`config.mk`:
```
export PLATFORM = sky130hd
export DESIGN_NAME = ssb_ctrl
export DESIGN_NICKNAME = d
export VERILOG_FILES = /design/src/rtl/core/ssb_pkg.sv /design/src/rtl/core/ssb_ctrl.sv
export VERILOG_INCLUDE_DIRS = /design/src /design/src/rtl/core
export SDC_FILE = /design/constraint.sdc
export NUM_CORES = 1
export LEC_CHECK = 0
export BUFFER_PORTS_ARGS = -buffer_cell sky130_fd_sc_hd__buf_2
export CORE_AREA = 8 8 45 47
export CTS_CLUSTER_DIAMETER = 200
export DETAILED_ROUTE_END_ITERATION = 12
export DIE_AREA = 0 0 53 55
export MAX_ROUTING_LAYER = met4
export PLACE_DENSITY = 0.6
export REMOVE_ABC_BUFFERS = 1
export SYNTH_ARGS = -nofsm -noshare
export SYNTH_HDL_FRONTEND = slang
export SYNTH_SLANG_ARGS = --single-unit
```
`constraint.sdc`:
```
create_clock -name clk -period 2.6 [get_ports clk]
set_input_delay 0.39 -clock clk [delete_from_list [all_inputs] [get_ports clk]]
set_output_delay 0.39 -clock clk [all_outputs]
set_load 0.05 [all_outputs]
```
`src/rtl/core/assert_macros.svh`:
```
// ---------------------------------------------------------------------------
// Assertion macros
// Shared concurrent assertion wrappers. Define NO_ASSERTIONS to drop them.
// ---------------------------------------------------------------------------
`ifndef ASSERT_MACROS_SVH
`define ASSERT_MACROS_SVH

`ifndef NO_ASSERTIONS

// Property must hold at every clock edge outside reset.
`define ASSERT_PROP(name, clk, rst_n, prop, msg) \
    name: assert property (@(posedge clk) disable iff (!rst_n) (prop)) else $error(msg);

// Condition must never be true at a clock edge outside reset.
`define ASSERT_NEVER(name, clk, rst_n, cond, msg) \
    name: assert property (@(posedge clk) disable iff (!rst_n) !(cond)) else $error(msg);

`else

`define ASSERT_PROP(name, clk, rst_n, prop, msg)
`define ASSERT_NEVER(name, clk, rst_n, cond, msg)

`endif

`endif

```
`src/rtl/core/ssb_pkg.sv`:
```
// ---------------------------------------------------------------------------
// ssb_pkg
// Types and constants shared by the stopwatch statistics bank.
// ---------------------------------------------------------------------------
package ssb_pkg;

    localparam int NUM_TIMERS_DEF = 64;
    localparam int DEPTH_BITS_DEF = 8;
    localparam int IDX_W          = 6;
    localparam int STAMP_W        = 64;
    localparam int COUNT_W        = 32;

    localparam logic [1:0] CMD_START = 2'd0;
    localparam logic [1:0] CMD_STOP  = 2'd1;
    localparam logic [1:0] CMD_READ  = 2'd2;

    typedef struct packed {
        logic [1:0]         command;
        logic [IDX_W-1:0]   timer_index;
        logic [STAMP_W-1:0] time_now;
    } in_word_t;

    typedef struct packed {
        logic               error;
        logic               running;
        logic [STAMP_W-1:0] interval_total;
        logic [COUNT_W-1:0] interval_number;
        logic [STAMP_W-1:0] interval_min;
        logic [STAMP_W-1:0] interval_max;
    } out_word_t;

    // Per-timer statistics as kept in the memory
    typedef struct packed {
        logic [STAMP_W-1:0] sum_time;
        logic [COUNT_W-1:0] done_count;
        logic [STAMP_W-1:0] low_time;
        logic [STAMP_W-1:0] high_time;
    } stats_t;

    localparam int STATS_W = $bits(stats_t);

    // Controller to datapath
    typedef struct packed {
        logic accept;     // input word taken, memory read issued
        logic span_load;  // read data valid, latch entry and interval
        logic commit;     // write back entry, load output register
        logic clear_wr;   // clearing pass write
    } ctrl_cmd_t;

    // Datapath to controller
    typedef struct packed {
        logic out_valid;
        logic out_ready;
    } ctrl_stat_t;

endpackage

```
`src/rtl/core/ssb_ctrl.sv`:
```
// ---------------------------------------------------------------------------
// ssb_ctrl
// Sequencer: clearing pass after reset, then accept / fetch / update per word.
// ---------------------------------------------------------------------------
`include "assert_macros.svh"

module ssb_ctrl #(
    parameter int  NUM_TIMERS = 64,
    localparam int ADDR_W     = (NUM_TIMERS > 1) ? $clog2(NUM_TIMERS) : 1
) (
    input  logic                clk,
    input  logic                rst_n,
    input  logic                in_valid,
    output logic                in_ready,
    input  ssb_pkg::ctrl_stat_t stat,
    output ssb_pkg::ctrl_cmd_t  cmd,
    output logic [ADDR_W-1:0]   clear_addr
);

    import ssb_pkg::*;

    typedef enum logic [1:0] {
        ST_CLEAR,
        ST_IDLE,
        ST_FETCH,
        ST_UPDATE
    } state_t;

    localparam logic [ADDR_W-1:0] LAST_ADDR = ADDR_W'(NUM_TIMERS - 1);

    state_t            state_reg;
    state_t            state_next;
    logic [ADDR_W-1:0] clear_addr_reg;
    logic [ADDR_W-1:0] clear_addr_next;
    logic              out_free;

    assign out_free = !stat.out_valid || stat.out_ready;

    always_comb
    begin
        state_next      = state_reg;
        clear_addr_next = clear_addr_reg;
        cmd             = '0;
        in_ready        = 1'b0;
        case (state_reg)
            ST_CLEAR:
            begin
                cmd.clear_wr    = 1'b1;
                clear_addr_next = clear_addr_reg + 1'b1;
                if (clear_addr_reg == LAST_ADDR)
                begin
                    state_next = ST_IDLE;
                end
            end
            ST_IDLE:
            begin
                in_ready   = 1'b1;
                cmd.accept = in_valid;
                if (in_valid)
                begin
                    state_next = ST_FETCH;
                end
            end
            ST_FETCH:
            begin
                cmd.span_load = 1'b1;
                state_next    = ST_UPDATE;
            end
            ST_UPDATE:
            begin
                // hold until the output register can take the result
                if (out_free)
                begin
                    cmd.commit = 1'b1;
                    state_next = ST_IDLE;
                end
            end
            default:
            begin
                state_next = ST_IDLE;
            end
        endcase
    end

    always_ff @(posedge clk or negedge rst_n)
    begin
        if (!rst_n)
        begin
            state_reg      <= ST_CLEAR;
            clear_addr_reg <= '0;
        end
        else
        begin
            state_reg      <= state_next;
            clear_addr_reg <= clear_addr_next;
        end
    end

    assign clear_addr = clear_addr_reg;

    `ASSERT_NEVER(a_commit_overrun, clk, rst_n, cmd.commit && stat.out_valid && !stat.out_ready, "commit while output word still pending")
    `ASSERT_PROP(a_accept_then_load, clk, rst_n, cmd.accept |=> cmd.span_load, "read data not latched after accept")
    `ASSERT_NEVER(a_clear_accept, clk, rst_n, cmd.clear_wr && (in_ready || cmd.commit), "input or commit during clearing pass")

endmodule

```
* Word-level counts from Yosys, hierarchy flattened
Cells that the tools add are included.
W data, S select, Z words.
** Word-level totals
- Bits in registers :: 8
- Input bits :: 5
- Output and inout bits :: 11
- Logic and storage cells :: 24
** Cells by class
- $add $sub $neg :: 1
- Equality and inequality tests :: 7
- Multiplexer cells :: 10
- Reductions and logical operators :: 4
** Operator list (count)
- $pmux W2 S4 :: 1
- $add A6 B1 Y6 const B :: 1
- $eq A6 B6 Y1 const B :: 1
- $mux W1 :: 6
- $mux W2 :: 3
- $ne A2 B2 Y1 const B :: 3
- $eq A2 B2 Y1 const B :: 2
- $reduce_and A3 Y1 :: 1
- $eq A2 B1 Y1 const B :: 1
- $logic_not A2 Y1 :: 1
- $logic_not A1 Y1 :: 1
- $logic_or A1 B1 Y1 :: 1

* Longest topological paths before layout
- Depth after elaboration :: 4
- Depth in mapped cells :: 5
- Depth with buffers taken out :: 5

* Least setup slack after synthesis
Ideal clock, no wire load.
- Path type :: register -> output
- From :: register state_reg[1]
- To :: output cmd[1] in the netlist's numbering
- Data arrival time :: 1.672 ns
- Data required time :: 2.210 ns
- Path slack :: 0.538 ns
- Cell stages (with the launch flop) :: 3
- Buffers on the path :: 0
- Cells stage by stage :: dfrtp_1 -> ha_1 -> a21boi_0
** RTL lines
- start, declared :: RTL line ssb_ctrl.sv:31 : state_t state_reg;
- start signal, assigned :: RTL line ssb_ctrl.sv:94 : state_reg <= state_next;
- end, declared :: RTL line ssb_ctrl.sv:16 : output ssb_pkg::ctrl_cmd_t cmd,

==> impl_metrics.xml <==
<?xml version="1.0" encoding="UTF-8"?>
<metrics>
  <group name="worst_hold_path">
    <metric name="holdCritPathClass" unit="">reg -&gt; reg</metric>
    <metric name="min_from" unit="">clear_addr[5]$_DFFE_PN0N_</metric>
    <metric name="min_to" unit="">clear_addr[5]$_DFFE_PN0N_</metric>
    <metric name="hold_depth" unit="">1</metric>
  </group>
  <group name="cells_and_area">
    <metric name="finish.net_count" unit="">68</metric>
    <metric name="max_ffs_per_register" unit="">6</metric>
    <metric name="post-route-cell-area" unit="um2">549</metric>
    <metric name="syn2layout_area_growth" unit="%">30.3</metric>
    <metric name="filler_cell_count" unit="">138</metric>
    <metric name="antennaDiodeCount" unit="">0</metric>
    <metric name="drive_gt1_frac" unit="">0.357</metric>
  </group>
  <group name="setup_path">
    <metric name="timing.critical_path.to_type" unit="">primary output</metric>
    <metric name="cp_max_fo" unit="">7</metric>
    <metric name="worst_r2r_startpoint" unit="">state_reg[0]$_DFFE_PN0P_</metric>
    <metric name="internal_reg_to_reg_setup_slack" unit="ps">1140</metric>
    <metric name="crit-reg2reg-capture" unit="">state_reg[1]$_DFFE_PN0P_</metric>
    <metric name="worstRegToRegCells" unit="">5</metric>
    <metric name="critical_path.startpoint_type" unit="">flop</metric>
    <metric name="timing.critical_path.required" unit="ps">2210</metric>
    <metric name="arrival" unit="ps">1370</metric>
    <metric name="criticalPathCategory" unit="">reg -&gt; out</metric>
  </group>
  <group name="yosys">
    <metric name="synth_area_leader_cell" unit="">sky130_fd_sc_hd__dfrtp_1</metric>
    <metric name="syn_avg_cell_area" unit="um2">11.4</metric>
    <metric name="ys_async_sr_fraction" unit="">1.00</metric>
    <metric name="post-synth-top-count-cell" unit="">sky130_fd_sc_hd__dfrtp_1</metric>
    <metric name="syn_area" unit="um2">422</metric>
    <metric name="postSynth.topFlopCell" unit="">sky130_fd_sc_hd__dfrtp_1</metric>
    <metric name="synth-edff-count" unit="">0</metric>
    <metric name="synth.top_cells.by_count" unit="">sky130_fd_sc_hd__dfrtp_1 (8), sky130_fd_sc_hd__ha_1 (5), sky130_fd_sc_hd__inv_1 (4), sky130_fd_sc_hd__nand2_1 (4), sky130_fd_sc_hd__xnor2_1 (3)</metric>
    <metric name="synth_top_area_frac" unit="">0.475</metric>
    <metric name="synth.ff_latch_count" unit="">8</metric>
    <metric name="synthesis.yosys.warnings" unit="">0</metric>
    <metric name="synth_sequential_area_ratio" unit="">0.475</metric>
    <metric name="yosys.cell_types.count" unit="">16</metric>
    <metric name="post_synth_inst_count" unit="">37</metric>
    <metric name="area_contributors_post_synth" unit="">sky130_fd_sc_hd__dfrtp_1 (47%), sky130_fd_sc_hd__ha_1 (15%), sky130_fd_sc_hd__xnor2_1 (6.2%)</metric>
  </group>
  <group name="clock_network">
    <metric name="cts_root_buffer" unit="">sky130_fd_sc_hd__clkbuf_4</metric>
    <metric name="ctsHtreeMaxLevel" unit="">1</metric>
    <metric name="max-clock-path-buffers" unit="">2</metric>
    <metric name="tritoncts_buffers" unit="">3</metric>
    <metric name="clock_net_sink_count" unit="">8</metric>
    <metric name="tritoncts" unit="">yes</metric>
    <metric name="ctsResizeCount" unit="">0</metric>
    <metric name="worst_skew_pair.late_latency" unit="ps">240</metric>
    <metric name="cts.clk_slew.worst_paths" unit="ps">50</metric>
  </group>
  <group name="global_routing">
    <metric name="maximum_number_of_pins_on_one_net_before_global_route_repair" unit="">9</metric>
    <metric name="antenna_violations_before_repair" unit="">0</metric>
    <metric name="track_usage" unit="">0.0669</metric>
    <metric name="grt_overflow" unit="">0</metric>
    <metric name="grt_first_pass_wirelength" unit="mm">1.43</metric>
    <metric name="vias_in_the_first_global_route" unit="">371</metric>
  </group>
  <group name="flow_run">
    <metric name="maxCapViolCount" unit="">0</metric>
  </group>
  <group name="sta">
    <metric name="layout_setup_ws" unit="ps">838</metric>
    <metric name="worst_slew_margin_rel" unit="">0.827</metric>
    <metric name="report.final.slew_viol_count" unit="">0</metric>
    <metric name="clock_skew" unit="ps">0.684</metric>
    <metric name="max_clock_freq" unit="MHz">567</metric>
    <metric name="rsz0062_at_grt" unit="">false</metric>
    <metric name="fin_worst_hold_slack" unit="ps">487</metric>
    <metric name="layout_worst_path_cycle_share" unit="">0.678</metric>
    <metric name="setup_total_negative_slack" unit="ps">0</metric>
    <metric name="timing_worst_slew_pin_value" unit="ps">260</metric>
    <metric name="finalHoldViolations" unit="">0</metric>
    <metric name="timing.final.setup_violations" unit="">0</metric>
    <metric name="fin_crit" unit="ps">1760</metric>
  </group>
  <group name="placed_design">
    <metric name="gp_routability_congestion" unit="">0.694</metric>
    <metric name="dpl_worst_slack" unit="ps">1100</metric>
    <metric name="placed_area" unit="um2">517</metric>
    <metric name="dp_hpwl" unit="um">697</metric>
    <metric name="placement.io_buffers" unit="">15</metric>
  </group>
  <group name="run_status">
    <metric name="outcome" unit="">finished clean</metric>
  </group>
  <group name="die">
    <metric name="chipHeight" unit="um">55</metric>
    <metric name="io_pins" unit="">16</metric>
    <metric name="die-area" unit="um2">2920</metric>
    <metric name="floorplan.core_area" unit="um2">1380</metric>
    <metric name="dieWidth" unit="um">53</metric>
    <metric name="floorplan.initialDensity" unit="">0.305</metric>
    <metric name="placementRows" unit="">14</metric>
  </group>
  <group name="routing">
    <metric name="ant_nets" unit="">0</metric>
    <metric name="drt_drc_violations_left" unit="">0</metric>
    <metric name="route.detailed.wl_per_inst" unit="um">11.8</metric>
    <metric name="route.final.wire_length" unit="um">847</metric>
    <metric name="drt-initial-drc-count" unit="">3</metric>
    <metric name="dr.pass1.iters" unit="">2</metric>
    <metric name="vias" unit="">336</metric>
    <metric name="avgViaCountPerCell" unit="">4.67</metric>
  </group>
</metrics>
==> cells in the final DEF, fill, tap and decap left out, types with 2 or more instances in the layout <==
cell / instances
sky130_fd_sc_hd__buf_2: 15
sky130_fd_sc_hd__dfrtp_1: 8
sky130_fd_sc_hd__ha_1: 5
sky130_fd_sc_hd__inv_1: 4
sky130_fd_sc_hd__nand2_1: 4
sky130_fd_sc_hd__xnor2_1: 3
sky130_fd_sc_hd__clkbuf_4: 3
sky130_fd_sc_hd__xor2_1: 2
sky130_fd_sc_hd__nand4_1: 2
==> logic make-up after synthesis <==
logic type      share of synthesized area
simple gates                        0.101
flops                               0.475
xor+xnor                            0.104
fa+ha+maj                           0.148
buf+inv                            0.0356
compound gates                     0.0504
mux                                0.0860
==> critical path: stages, from the launching register on <==
cell and delay, ps:
sky130_fd_sc_hd__dfrtp_1 390, sky130_fd_sc_hd__inv_1 100, sky130_fd_sc_hd__ha_1 310, sky130_fd_sc_hd__buf_2 320
==> worst max path at each step <==
stage	from	cells after the start	slack, ps	to
6_report	state_reg[0]$_DFFE_PN0P_	3	840	cmd[0]
5_1_grt	state_reg[1]$_DFFE_PN0P_	4	760	cmd[3]
4_1_cts	state_reg[0]$_DFFE_PN0P_	3	820	cmd[0]
3_5_place_dp	state_reg[0]$_DFFE_PN0P_	3	1100	cmd[0]
3_3_place_gp	state_reg[0]$_DFFE_PN0P_	3	1130	cmd[0]
2_1_floorplan	state_reg[1]$_DFFE_PN0P_	2	540	cmd[1]
==> through the flow <==
| stage | utilization | std cells |
|---|---|---|
| after floorplan | - | 37 |
| after global placement | 0.373 | 68 |
| after detailed placement | 0.373 | 68 |
| after CTS | 0.397 | 72 |
| after global routing | 0.397 | 72 |
| final | 0.397 | 72 |
==> routing by layer <==
metal  wire, um  track usage  vias up
li1           -            -      162
met1        396       0.0744      160
met2        356        0.104       12
met3         82       0.0214        2
met4         12       0.0388        0
met5          0            -        -
==> area by class of cell <==
class	instances	area, um2	share of cell area
flip-flops and latches	8	200	0.364
inverters	4	15.0	0.0273
clock buffers	3	22.5	0.0410
multi-input cells	25	206	0.376
repair buffers	16	85.1	0.155
well taps	16	20.0	0.0364
==> repair_timing <==
item	CTS	global route
endpoints found under the hold margin	8	0
buffers inserted	0	0
hold buffers	1	0
Power is not shown: default switching activity piles up to over one toggle a cycle in this logic, so the estimate is an artifact.
